File: config.mk
export PLATFORM = sky130hd
export DESIGN_NAME = rhpc_edge
export DESIGN_NICKNAME = d
export VERILOG_FILES = /design/src/hw/rtl/roi_hsv_pixel_classifier_core_defines.svh /design/src/hw/rtl/rhpc_pkg.sv /design/src/hw/rtl/rhpc_edge.sv
export SDC_FILE = /design/constraint.sdc
export NUM_CORES = 2
export LEC_CHECK = 0
export BUFFER_PORTS_ARGS = -buffer_cell sky130_fd_sc_hd__clkbuf_2
export CORE_ASPECT_RATIO = 1.4
export CORE_UTILIZATION = 45
export CTS_CLUSTER_DIAMETER = 80
export CTS_CLUSTER_SIZE = 28
export DETAILED_ROUTE_END_ITERATION = 16
export GPL_ROUTABILITY_DRIVEN = 0
export PLACE_DENSITY = 0.72
export SYNTH_ARGS = -nofsm -noshare
export SYNTH_HDL_FRONTEND = slang
export SYNTH_SLANG_ARGS = --single-unit
export TNS_END_PERCENT = 1
File: constraint.sdc
create_clock -name clk -period 19.1 [get_ports clk]
set_input_delay 0.955 -clock clk [delete_from_list [all_inputs] [get_ports clk]]
set_output_delay 0.955 -clock clk [all_outputs]
set_load 0.03 [all_outputs]
File: src/hw/rtl/roi_hsv_pixel_classifier_core_defines.svh
// assertion macros for the region pixel classifier
// expects clk and arst_n in the scope where a macro is used
`ifndef ROI_HSV_PIXEL_CLASSIFIER_CORE_DEFINES_SVH
`define ROI_HSV_PIXEL_CLASSIFIER_CORE_DEFINES_SVH

// same-cycle implication
`define RHPC_ASSERT_IMPL(lbl, ante, cons) \
	lbl: assert property (@(posedge clk) disable iff (!arst_n) (ante) |-> (cons)) \
		else $error("rhpc assertion failed");

// next-cycle implication
`define RHPC_ASSERT_NEXT(lbl, ante, cons) \
	lbl: assert property (@(posedge clk) disable iff (!arst_n) (ante) |=> (cons)) \
		else $error("rhpc assertion failed");

`endif

File: src/hw/rtl/rhpc_pkg.sv
// shared constants and types of the region pixel classifier
// no dependencies
package rhpc_pkg;

	localparam int NUM_TARGETS = 4;
	localparam int COORD_BITS  = 12;
	localparam int NUM_CORNERS = 4;
	localparam logic [7:0] SAT_MIN = 8'd120;

	// working width of coordinate differences and product width
	localparam int DW = 18;
	localparam int PW = 2 * DW;

	localparam int ADDR_W = 6;
	localparam int DATA_W = 64;

	typedef enum logic [2:0] {
		REG_VERTEX_0   = 3'd0,
		REG_VERTEX_1   = 3'd1,
		REG_VERTEX_2   = 3'd2,
		REG_VERTEX_3   = 3'd3,
		REG_ROI_ENABLE = 3'd4,
		REG_TARGETS_LO = 3'd5,
		REG_TARGETS_HI = 3'd6
	} reg_idx_t;

	typedef struct packed {
		logic signed [15:0] y;
		logic signed [15:0] x;
	} vertex_t;

	typedef struct packed {
		logic       en;
		logic [7:0] hi;
		logic [7:0] lo;
	} target_t;

endpackage

File: src/hw/rtl/rhpc_edge.sv
// one polygon edge crossing test over two register stages
// depends on rhpc_pkg; the crossing column is compared by cross-multiplication
module rhpc_edge import rhpc_pkg::*; (
	input  logic                  clk,
	input  logic                  adv,
	input  vertex_t               vtx_a,
	input  vertex_t               vtx_b,
	input  logic [COORD_BITS-1:0] px,
	input  logic [COORD_BITS-1:0] py,
	output logic                  hit
);

	logic signed [DW-1:0] ax, ay, bx, by, sx, sy;
	logic signed [DW-1:0] dy, dd, dyn, dabs, dx, t;
	logic signed [DW-1:0] ymin, ymax, xmax;
	logic                 cond, vert;

	logic                 cond_s1, vert_s1;
	logic signed [DW-1:0] dyn_s1, dx_s1, t_s1, dabs_s1;

	logic                 cond_s2, vert_s2;
	logic signed [PW-1:0] n_s2, td_s2;
	logic signed [DW-1:0] dabs_s2;

	logic signed [PW:0]   n_w, td_w, tdm_w;
	logic                 le;

	// differences and bound checks
	always_comb begin
		ax   = DW'(vtx_a.x);
		ay   = DW'(vtx_a.y);
		bx   = DW'(vtx_b.x);
		by   = DW'(vtx_b.y);
		sx   = $signed({{(DW-COORD_BITS){1'b0}}, px});
		sy   = $signed({{(DW-COORD_BITS){1'b0}}, py});
		ymin = (ay < by) ? ay : by;
		ymax = (ay > by) ? ay : by;
		xmax = (ax > bx) ? ax : bx;
		cond = (sy > ymin) && (sy <= ymax) && (sx <= xmax) && (ay != by);
		vert = (ax == bx);
		dy   = sy - ay;
		dd   = by - ay;
		dyn  = dd[DW-1] ? -dy : dy;
		dabs = dd[DW-1] ? -dd : dd;
		dx   = bx - ax;
		t    = sx - ax;
	end

	always_ff @(posedge clk) begin
		if (adv) begin
			cond_s1 <= cond;
			vert_s1 <= vert;
			dyn_s1  <= dyn;
			dx_s1   <= dx;
			t_s1    <= t;
			dabs_s1 <= dabs;
		end
	end

	// numerator and scaled column offset
	always_ff @(posedge clk) begin
		if (adv) begin
			cond_s2 <= cond_s1;
			vert_s2 <= vert_s1;
			n_s2    <= dyn_s1 * dx_s1;
			td_s2   <= t_s1 * dabs_s1;
			dabs_s2 <= dabs_s1;
		end
	end

	// column test against the truncated quotient
	always_comb begin
		n_w   = (PW+1)'(n_s2);
		td_w  = (PW+1)'(td_s2);
		tdm_w = td_w - (PW+1)'(dabs_s2);
		le    = n_s2[PW-1] ? (tdm_w < n_w) : (td_w <= n_w);
		hit   = cond_s2 && (vert_s2 || le);
	end

endmodule

==> results.toml <==
[detailed_routing]
vias_per_cell = 5.436
postRouteAntennaNets = 0
drt_iter0_drc = 1398
avgRoutedWirePerCell_um = 18.31
vias = 26491
drcViolationCount = 0
wirelength_mm = 89.22
drt_first_pass_iters = 6

[sta]
slew_headroom = 0.3072
post-route-period-util = 0.3694
setup_violations = 0
skew_ns = 0.01178
fmax_mhz = 141.7
hold_viol = 0
setup-tns-final_ns = 0
tightestPinTransition_ns = 1.036
drv_slew = 0
fin_ws_ns = 12.05
rsz0062_at_grt = "false"
post-route-min-period_ns = 7.055

[floorplan]
rows = 122
core-area_um2 = 78920
die_y_um = 336.0
die_x_um = 240.5
start_util = 0.4542
dieArea_um2 = 80810
io_pins = 91

[global_route]
grtUsageTotal = 0.2331
antenna_found_initial = 2
grt_pass1_wl_mm = 145.7
grt_pass1_vias = 28681
grt_max_degree = 62
overflow = 0

[cts]
cts_root_buffer = "clkbuf_16"
cts_setup_buffers = 0
clk_latency_ns = 0.45
ctsResizeCount = 0
cts_tree = "built"
clk_pin_slew_ns = 0.06
htree_levels = 4
cts_hold_buf = 0
cts_made_buffers = 17
clock_sinks = 162
clk_path_buf_depth = 2

[synthesis]
synth_warnings = 0
syn_area_um2 = 35850
ys_async_sr_fraction = 0
synthesis.nets = 4869
synthDistinctLibCells = 93
synthCells = 3776
synth_ff_type = "edfxtp_1"
syn_avg_cell_area_um2 = 9.494
yosysSeqAreaShare = 0.1357
synth-edff-count = 162
postSynthRegisterBits = 162

[layout]
area_growth_pct = 5.790
postLayoutCoreUtil = 0.4805
final_cell_mix = "inv_1 (799), fa_1 (627), ha_1 (376)"
n_fill_cell = 7379
fin_nets = 4898
drive_gt1_frac = 0.04557
final_common_cell = "inv_1"

[outcome]
outcome = "finished, final reports clean"

[critical_path]
cpPeakStageDelay_ns = 0.91
crit_fanout = 18
arrival_ns = 7.25
path_cells = "nand2_1 > inv_1 > fa_1 > fa_1 > fa_1 > fa_1 > fa_1 > inv_1 > fa_1 > inv_1 > ha_1 > a21oi_1 > nand2_1 > or4_1 > nor3_1 > a211oi_1 > nor2_1 > o2111ai_1 > a21oi_1 > xnor2_1"
cp-startpoint = "dx_s1[2]"
r2r_start = "dx_s1[2]"
end_kind = "flop"
regToRegEndpoint = "n_s2[34]"
cpLargestDelayFamily = "adder cells"
r2r_cells = 20
crit_buf_inv = 3
cp.depth = 20
cp.required_ns = 19.29
worst_setup_path_start_kind = "flop"
worstSetupEndpoint = "n_s2[34]"
cp_common_cell = "fa_1"
reg2reg_slack_ns = 12.05
worst-setup-path-type = "flop to flop"
slowest_stage = "fa_1"

[placement]
hpwl_mm = 73.17
placement.io_buffers = 90
dp_slack_ns = 12.05

[worst_hold_path]
hold_class = "flop to flop"

[run]
maxCapViolations = 0
==> state kept, by name, summed over array words and instances (netlist names) <==
signal   count
vert_s1      1
n_s2        35
cond_s1      1
t_s1        17
dabs_s2     18
cond_s2      1
vert_s2      1
dx_s1       17
dabs_s1     18
td_s2       35
dyn_s1      18
==> area by class of cell <==
type / count / area [µm²] / area share
clock inverters: 13 / 125.1 / 0.003299
flip-flops and latches: 162 / 4865 / 0.1283
clock buffers: 19 / 432.9 / 0.01142
diodes: 1 / 2.502 / 0.00006598
repair buffers: 103 / 554.3 / 0.01462
inverters: 800 / 3003 / 0.07918
multi-input cells: 2721 / 27620 / 0.7284
well taps: 1054 / 1319 / 0.03477
==> stage by stage <==
stage | instance area (µm²) | hold WS, ns | cells
after global placement | 37360 | 0.4049 | 4840
final | 37920 | 0.4209 | 4873
after global routing | 37920 | 0.4424 | 4873
after CTS | 37920 | 0.4218 | 4872
after detailed placement | 37360 | 0.4066 | 4840
after floorplan | 35850 | 0.4003 | 3776
==> logic make-up after synthesis <==
kind of cell / Yosys count / synth area share
AOI/OAI and AO/OA: 502 / 0.09431
DFF: 162 / 0.1357
other: 1 / 0.0001046
xor gates and xnor gates: 182 / 0.04447
muxes: 25 / 0.007085
buffers and inverters: 893 / 0.09392
and+or+nand+nor: 1008 / 0.1430
adders and majority gates: 1003 / 0.4814
==> cell usage after synthesis (5+ instances only) <==
| cell | number | share of area |
|---|---|---|
| a211o_1 | 10 | 0.0024 |
| a211oi_1 | 14 | 0.0029 |
| a21boi_0 | 7 | 0.0015 |
| a21o_1 | 82 | 0.017 |
| a21oi_1 | 151 | 0.021 |
| a31oi_1 | 14 | 0.0024 |
| and2_1 | 316 | 0.055 |
| and3_1 | 14 | 0.0024 |
| buf_2 | 5 | 0.00070 |
| clkbuf_1 | 83 | 0.0087 |
| edfxtp_1 | 162 | 0.14 |
| fa_1 | 627 | 0.35 |
| ha_1 | 376 | 0.13 |
| inv_1 | 799 | 0.084 |
| mux2i_1 | 22 | 0.0061 |
| nand2_1 | 351 | 0.037 |
| nand2b_1 | 29 | 0.0051 |
| nand3_1 | 30 | 0.0042 |
| nand3b_1 | 6 | 0.0013 |
| nand4_1 | 31 | 0.0054 |
| nor2_1 | 125 | 0.013 |
| nor2b_1 | 31 | 0.0054 |
| nor3_1 | 33 | 0.0046 |
| nor4_1 | 8 | 0.0014 |
| o2111ai_1 | 10 | 0.0024 |
| o211ai_1 | 9 | 0.0019 |
| o21a_1 | 32 | 0.0067 |
| o21ai_0 | 80 | 0.011 |
| o21ai_1 | 7 | 0.00098 |
| o21bai_1 | 12 | 0.0025 |
| o31ai_1 | 11 | 0.0023 |
| or3_1 | 9 | 0.0016 |
| xnor2_1 | 126 | 0.031 |
| xor2_1 | 56 | 0.014 |
==> per-layer routing <==
layer | vias to the layer above | routed length, µm | GRT usage
met1 | 13340 | 32250 | 0.2527
met3 | 307 | 3730 | 0.02726
li1 | 12004 | - | -
met5 | - | 0 | 0
met2 | 840 | 47080 | 0.4280
met4 | 0 | 6165 | 0.1450
==> how the worst min path moves through the flow <==
stage,startpoint,end,cells past startpoint,slack [ns]
3_3_place_gp,vert_s1,vert_s2,0,0.40
5_1_grt,vert_s1,vert_s2,0,0.44
3_5_place_dp,cond_s1,cond_s2,0,0.41
6_report,cond_s1,cond_s2,0,0.42
2_1_floorplan,cond_s1,cond_s2,0,0.40
4_1_cts,cond_s1,cond_s2,0,0.42
Power is left out: the tool's default activity adds up to more than one toggle a clock period on the data nets, which glitch-free logic cannot reach.
